--- src/ezr_pkg.sv ---
// shared types, constants and arithmetic helpers for the euler zyx vector rotator
package ezr_pkg;

   localparam int COMP_WIDTH = 16;
   localparam int ANGLE_WIDTH = 16;
   localparam int CORDIC_STAGES = 16;
   localparam int MAX_STAGES = 24;

   localparam int TRIG_Q = 28;
   localparam int CORD_W = 33;
   localparam int TRIG_W = 30;
   localparam int MAT_W = 31;
   localparam int PROD_W = COMP_WIDTH + MAT_W;
   localparam int ACC_W = PROD_W + 2;
   localparam int RND_W = ACC_W - TRIG_Q;

   localparam logic signed [CORD_W-1:0] CORDIC_GAIN = 33'sd652032874;

   typedef struct packed {
      logic signed [COMP_WIDTH-1:0] vec_x;
      logic signed [COMP_WIDTH-1:0] vec_y;
      logic signed [COMP_WIDTH-1:0] vec_z;
      logic [ANGLE_WIDTH-1:0] angle_x;
      logic [ANGLE_WIDTH-1:0] angle_y;
      logic [ANGLE_WIDTH-1:0] angle_z;
   } req_type;

   typedef struct packed {
      logic signed [COMP_WIDTH-1:0] rot_x;
      logic signed [COMP_WIDTH-1:0] rot_y;
      logic signed [COMP_WIDTH-1:0] rot_z;
      logic saturated;
   } rsp_type;

   typedef logic [8:0][MAT_W-1:0] mat_type;
   typedef logic [2:0][COMP_WIDTH-1:0] vec_type;

   // atan(2^-i) in turn units, 2^32 is one turn
   function automatic logic [CORD_W-1:0] atan_turns(input int i);
      logic [CORD_W-1:0] t;
      case (i)
         0: t = 33'd536870912;
         1: t = 33'd316933406;
         2: t = 33'd167458907;
         3: t = 33'd85004756;
         4: t = 33'd42667331;
         5: t = 33'd21354465;
         6: t = 33'd10679838;
         7: t = 33'd5340245;
         8: t = 33'd2670163;
         9: t = 33'd1335087;
         10: t = 33'd667544;
         11: t = 33'd333772;
         12: t = 33'd166886;
         13: t = 33'd83443;
         14: t = 33'd41722;
         15: t = 33'd20861;
         16: t = 33'd10430;
         17: t = 33'd5215;
         18: t = 33'd2608;
         19: t = 33'd1304;
         20: t = 33'd652;
         21: t = 33'd326;
         22: t = 33'd163;
         23: t = 33'd81;
         default: t = '0;
      endcase
      return t;
   endfunction

   // q28 product rounded half up back to q28
   function automatic logic signed [MAT_W-1:0] rnd_mul(input logic signed [MAT_W-1:0] a,
                                                       input logic signed [MAT_W-1:0] b);
      logic signed [2*MAT_W-1:0] p;
      p = a * b;
      p = p + ((2*MAT_W)'(1) <<< (TRIG_Q - 1));
      return MAT_W'(p >>> TRIG_Q);
   endfunction

endpackage

--- src/ezr_cordic_lane.sv ---
// pipelined rotation-mode cordic lane producing q28 cosine and sine of a binary angle
module ezr_cordic_lane #(
   parameter int STAGES = ezr_pkg::CORDIC_STAGES
) (
   input  logic clock,
   input  logic en,
   input  logic [ezr_pkg::ANGLE_WIDTH-1:0] angle,
   output logic signed [ezr_pkg::TRIG_W-1:0] cos_q,
   output logic signed [ezr_pkg::TRIG_W-1:0] sin_q
);
   import ezr_pkg::*;

   localparam int N = (STAGES > MAX_STAGES) ? MAX_STAGES : STAGES;

   logic signed [CORD_W-1:0] x_ff [0:N];
   logic signed [CORD_W-1:0] y_ff [0:N];
   logic signed [CORD_W-1:0] z_ff [0:N];
   logic [1:0] q_ff [0:N];
   logic signed [TRIG_W-1:0] cos_ff, sin_ff;

   logic [ANGLE_WIDTH-1:0] shifted, resid;
   logic [1:0] quad_in;
   logic signed [CORD_W-1:0] z_in;
   logic signed [CORD_W-1:0] cx, sy, cx_r, sy_r;

   // quadrant from the top bits after a one-eighth turn offset
   always_comb begin
      shifted = angle + ANGLE_WIDTH'(1 << (ANGLE_WIDTH - 3));
      quad_in = shifted[ANGLE_WIDTH-1 -: 2];
      resid = angle - {quad_in, {(ANGLE_WIDTH-2){1'b0}}};
      z_in = CORD_W'($signed(resid)) <<< (32 - ANGLE_WIDTH);
   end

   always_ff @(posedge clock) begin
      if (en) begin
         x_ff[0] <= CORDIC_GAIN;
         y_ff[0] <= '0;
         z_ff[0] <= z_in;
         q_ff[0] <= quad_in;
      end
   end

   for (genvar i = 0; i < N; i++) begin : g_iter
      always_ff @(posedge clock) begin
         if (en) begin
            if (!z_ff[i][CORD_W-1]) begin
               x_ff[i+1] <= x_ff[i] - (y_ff[i] >>> i);
               y_ff[i+1] <= y_ff[i] + (x_ff[i] >>> i);
               z_ff[i+1] <= z_ff[i] - $signed(atan_turns(i));
            end else begin
               x_ff[i+1] <= x_ff[i] + (y_ff[i] >>> i);
               y_ff[i+1] <= y_ff[i] - (x_ff[i] >>> i);
               z_ff[i+1] <= z_ff[i] + $signed(atan_turns(i));
            end
            q_ff[i+1] <= q_ff[i];
         end
      end
   end

   always_comb begin
      case (q_ff[N])
         2'd1: begin cx = -y_ff[N]; sy = x_ff[N]; end
         2'd2: begin cx = -x_ff[N]; sy = -y_ff[N]; end
         2'd3: begin cx = y_ff[N]; sy = -x_ff[N]; end
         default: begin cx = x_ff[N]; sy = y_ff[N]; end
      endcase
      cx_r = (cx + CORD_W'(2)) >>> 2;
      sy_r = (sy + CORD_W'(2)) >>> 2;
   end

   always_ff @(posedge clock) begin
      if (en) begin
         cos_ff <= TRIG_W'(cx_r);
         sin_ff <= TRIG_W'(sy_r);
      end
   end

   assign cos_q = cos_ff;
   assign sin_q = sin_ff;

endmodule

--- config.mk ---
export PLATFORM = sky130hd
export DESIGN_NAME = ezr_cordic_lane
export DESIGN_NICKNAME = d
export VERILOG_FILES = /design/src/ezr_pkg.sv /design/src/ezr_cordic_lane.sv
export SDC_FILE = /design/constraint.sdc
export NUM_CORES = 2
export LEC_CHECK = 0
export BUFFER_PORTS_ARGS = -buffer_cell sky130_fd_sc_hd__buf_2
export CAP_MARGIN = 10
export CORE_ASPECT_RATIO = 0.8
export CORE_MARGIN = 3
export CORE_UTILIZATION = 44
export DETAILED_ROUTE_END_ITERATION = 7
export SETUP_SLACK_MARGIN = 0.3
export SYNTH_ARGS = -nofsm -noshare
export SYNTH_HDL_FRONTEND = slang
export SYNTH_SLANG_ARGS = --single-unit
--- constraint.sdc ---
create_clock -name clock -period 6.9 [get_ports clock]
set_input_delay 0.345 -clock clock [delete_from_list [all_inputs] [get_ports clock]]
set_output_delay 0.345 -clock clock [all_outputs]
set_load 0.005 [all_outputs]
==> key figures <==
Synth
  – Xor and xnor area share after synthesis: 0.127
  – Seq/Total Area, Yosys: 0.358
  – Syn Nets: 14500
  – Mapped cell area: 125000 µm²
  – Syn_area_per_cell: 9.60 µm²
  – Gate Count Post-Synth: 13100
  – Synth Area in Compound Gates: 0.205
  – Post-Synth Simple-Gate Area: 0.134
  – Share of flip-flops with an asynchronous set or reset: 0
  – Multiplexer share of the synthesized area: 0.0111
  – Adder-cell share of the synthesized area: 0.141
  – Post-synth top flop: edfxtp_1
  – Yosys cell types: 97
  – Synth warn: 0
  – EDFF count, synth: 1494
  – Seq cells post-synth: 1494
  – Largest family of logic cells by synthesized area: compound AO/OA/AOI/OAI gates

Route
  – DRC violations left: 0
  – WL final: 348000 µm
  – Drt wl/cell: 20.3 µm
  – Total iterations of the first detailed-routing run: 6
  – Via density per instance: 5.89
  – Total number of vias: 101000
  – Post-route antenna net violation count: 0
  – Initial DRC Count: 8578

Timing
  – Setup-failing EPs final: 0
  – Max frequency: 169 MHz
  – RSZ-0062 raised after global routing: false
  – Worst Tran Pin Value: 1.20 ns
  – Setup TNS: 0 ns
  – Fin. Hold Viols: 0
  – Slew HR: 0.194
  – Final worst path period need: 5.93 ns
  – Final max-slew violation count: 0
  – Fin crit share: 0.859
  – Clk_skew: 0.0650 ns

Placement
  – DP HPWL: 274000 µm
  – Port Buffers: 77
  – GP Congestion: 0.943

Run
  – Max-Cap Viols: 0

Cells and area
  – Multi-input logic area: 77500 µm²
  – Layout area overhead: 8.93%
  – Fill count: 26100
  – Layout Nets: 14600
  – Reg area: 44900 µm²
  – Share of layout cells above drive strength 1: 0.0484

Setup path
  – Worst endpoint required time: 7.50 ns
  – Crit Path Class: register to register
  – Cell breakdown of the critical path: inv_1, ha_1, nor3b_1, nand3_1, nor4_1, a21oi_1, xnor2_1, ha_1, and4_1, nand2_1, o21ai_0, a21oi_1, o21ai_0, a221o_1, a41oi_1, a21oi_1, a21oi_1, xnor2_1
  – CP peak stage delay: 0.72 ns
  – Crit path launch type: register
  – Critical-path top delay cell: nor3b_1
  – Worst Path Arrival: 6.52 ns
  – Crit path depth: 18
  – Worst setup EP type: register
  – Reg2reg path depth: 18
  – WP buf/inv: 1
  – Critical path fanouts, max: 6
  – Cell mode on critical path: a21oi_1
  – Top Family by Delay on Critical Path: simple AND/OR/NAND/NOR gates

Die
  – Rows: 174
  – I/O pins: 78
  – Core Area: 282000 µm²
  – Die W: 603 µm
  – Full die area: 291000 µm²
  – Initial Util: 0.444
  – Die Y: 483 µm

GRT
  – GRT Overall Usage: 0.231
  – GRT overflow: 0
  – Initial antenna violation count: 10
  – First-pass GRT wire length: 546000 µm
  – Vias in the first global route: 95300
  – Largest net degree at the start of global routing: 177

Clocking
  – H-tree depth: 4
  – Clk root buf: clkbuf_16
  – Clock sinks: 1494
  – CTS max path bufs: 4
  – CTS tree: done
  – Reg clk slew, reported paths: 0.06 ns
  – CTS Buf Count: 179
  – Clk_lat worst skew: 0.85 ns

Worst hold path
  – Hold crit path type: input port to register
  – Hold path cells: 2

Outcome
  – Status: completed
[cells by family (layout without fill, tap and decap cells)]
family,Yosys count,after routing
XOR/XNOR,1819,1819
AO/OA/AOI/OAI,3996,3996
flip-flops,1494,1494
multiplexers,130,130
adder cells (fa/ha/maj),1391,1391
other,0,7
AND/OR/NAND/NOR,3445,3445
buffers and inverters,788,1048
[synth_stat cells, types with 36 or more instances]
cell      number  share of area
ha_1        1349           0.13
o211ai_1      65         0.0039
o31ai_1      131         0.0078
a21oi_1     1307          0.052
nor3_1       340          0.014
buf_1         36         0.0011
mux2_2        49         0.0044
and2_1        67         0.0033
o21ai_0      737          0.029
o21bai_1     163         0.0098
nand4_1       89         0.0044
a211o_1       42         0.0029
nor4_1       109         0.0054
xor2_1       582          0.041
nor2b_1      157         0.0078
nand2_1      797          0.024
a21o_1       495          0.030
fa_1          42         0.0067
nor2_1       978          0.029
nand2b_1     206          0.010
clkbuf_1     209         0.0063
a221oi_1      46         0.0032
a211oi_1     147         0.0088
nor3b_1       41         0.0025
o21a_1       208          0.012
xnor2_1     1235          0.086
mux2i_1       79         0.0063
or4_1         47         0.0028
nand3_1      241         0.0096
o41ai_1       74         0.0052
or2_2         53         0.0026
and3_1       102         0.0051
inv_1        525          0.016
a31oi_1      102         0.0051
a21boi_0      61         0.0037
edfxtp_1    1494           0.36
or3_1        100         0.0050
a221o_1       41         0.0033
[worst reg2reg max path: cells and delay by family (launching register included)]
kind / cells / cell delay (ns)
AND/OR/NAND/NOR: 5 / 2.04
buffers and inverters: 1 / 0.12
XOR/XNOR: 2 / 0.52
AO/OA/AOI/OAI: 8 / 1.83
flip-flops: 1 / 0.54
adder cells (fa/ha/maj): 2 / 0.63
[flip-flops by register name, indices dropped and copies added, names as in the netlist]
signal and cells:
y_ff 495, cos_q 30, x_ff 469, z_ff 436, sin_q 30, q_ff 34
[per-layer routing]
layer | wire length (µm) | track usage | vias to the layer above
met5 | 13 | 0 | -
met4 | 6560 | 0.0465 | 2
met3 | 22000 | 0.0291 | 374
met2 | 148000 | 0.349 | 2947
met1 | 172000 | 0.351 | 48200
li1 | - | - | 49200
[what timing repair did]
item	in CTS	in global routing
gates resized for setup	0	0
hold buffers	17	0
setup buffers	0	0
hold endpoints to repair	31	0
[cell type report]
class,count,area share
Sequential cell,1494,0.329
Clock buffer,201,0.0340
Tap cell,3784,0.0347
Clock inverter,118,0.0102
Timing Repair Buffer,194,0.00995
Antenna cell,7,0.000128
Inverter,535,0.0147
Multi-Input combinational cell,10800,0.568
[cells in the final DEF, fill, tap and decap left out, drive strengths merged, types with 103 or more instances in the layout]
cell type,instances
edfxtp,1494
nand2,797
nor3,343
o21a,208
inv,539
nand3,242
a21oi,1307
nor2,979
nor4,115
clkbuf,201
ha,1349
nand2b,206
nor2b,157
a211oi,147
xor2,582
or3,103
xnor2,1235
buf,177
a21o,495
o31ai,132
o21ai,740
o21bai,163
[through the flow]
stage	cells	worst slack, ns	utilization	instance area (µm²)	hold slack, ns
after global placement	16800	0.954	0.462	130000	0.404
final	17100	0.972	0.484	137000	0.212
after global routing	17100	0.580	0.484	137000	0.162
after detailed placement	16800	0.948	0.462	130000	0.405
after CTS	17100	1.03	0.484	137000	0.130
after floorplan	13100	1.88	-	125000	0.400
[final timing paths]
path / startpoint / endpoint / slack (ns)
max: x_ff[9][9] / y_ff[10][31] / 0.97
min: angle[6] / z_ff[0][22] / 0.21
max reg2reg: x_ff[9][9] / y_ff[10][31] / 0.97
min reg2reg: q_ff[9][0] / q_ff[10][0] / 0.42
Power is not shown: default switching activity piles up to over one toggle a cycle in this logic, so the estimate is an artifact.
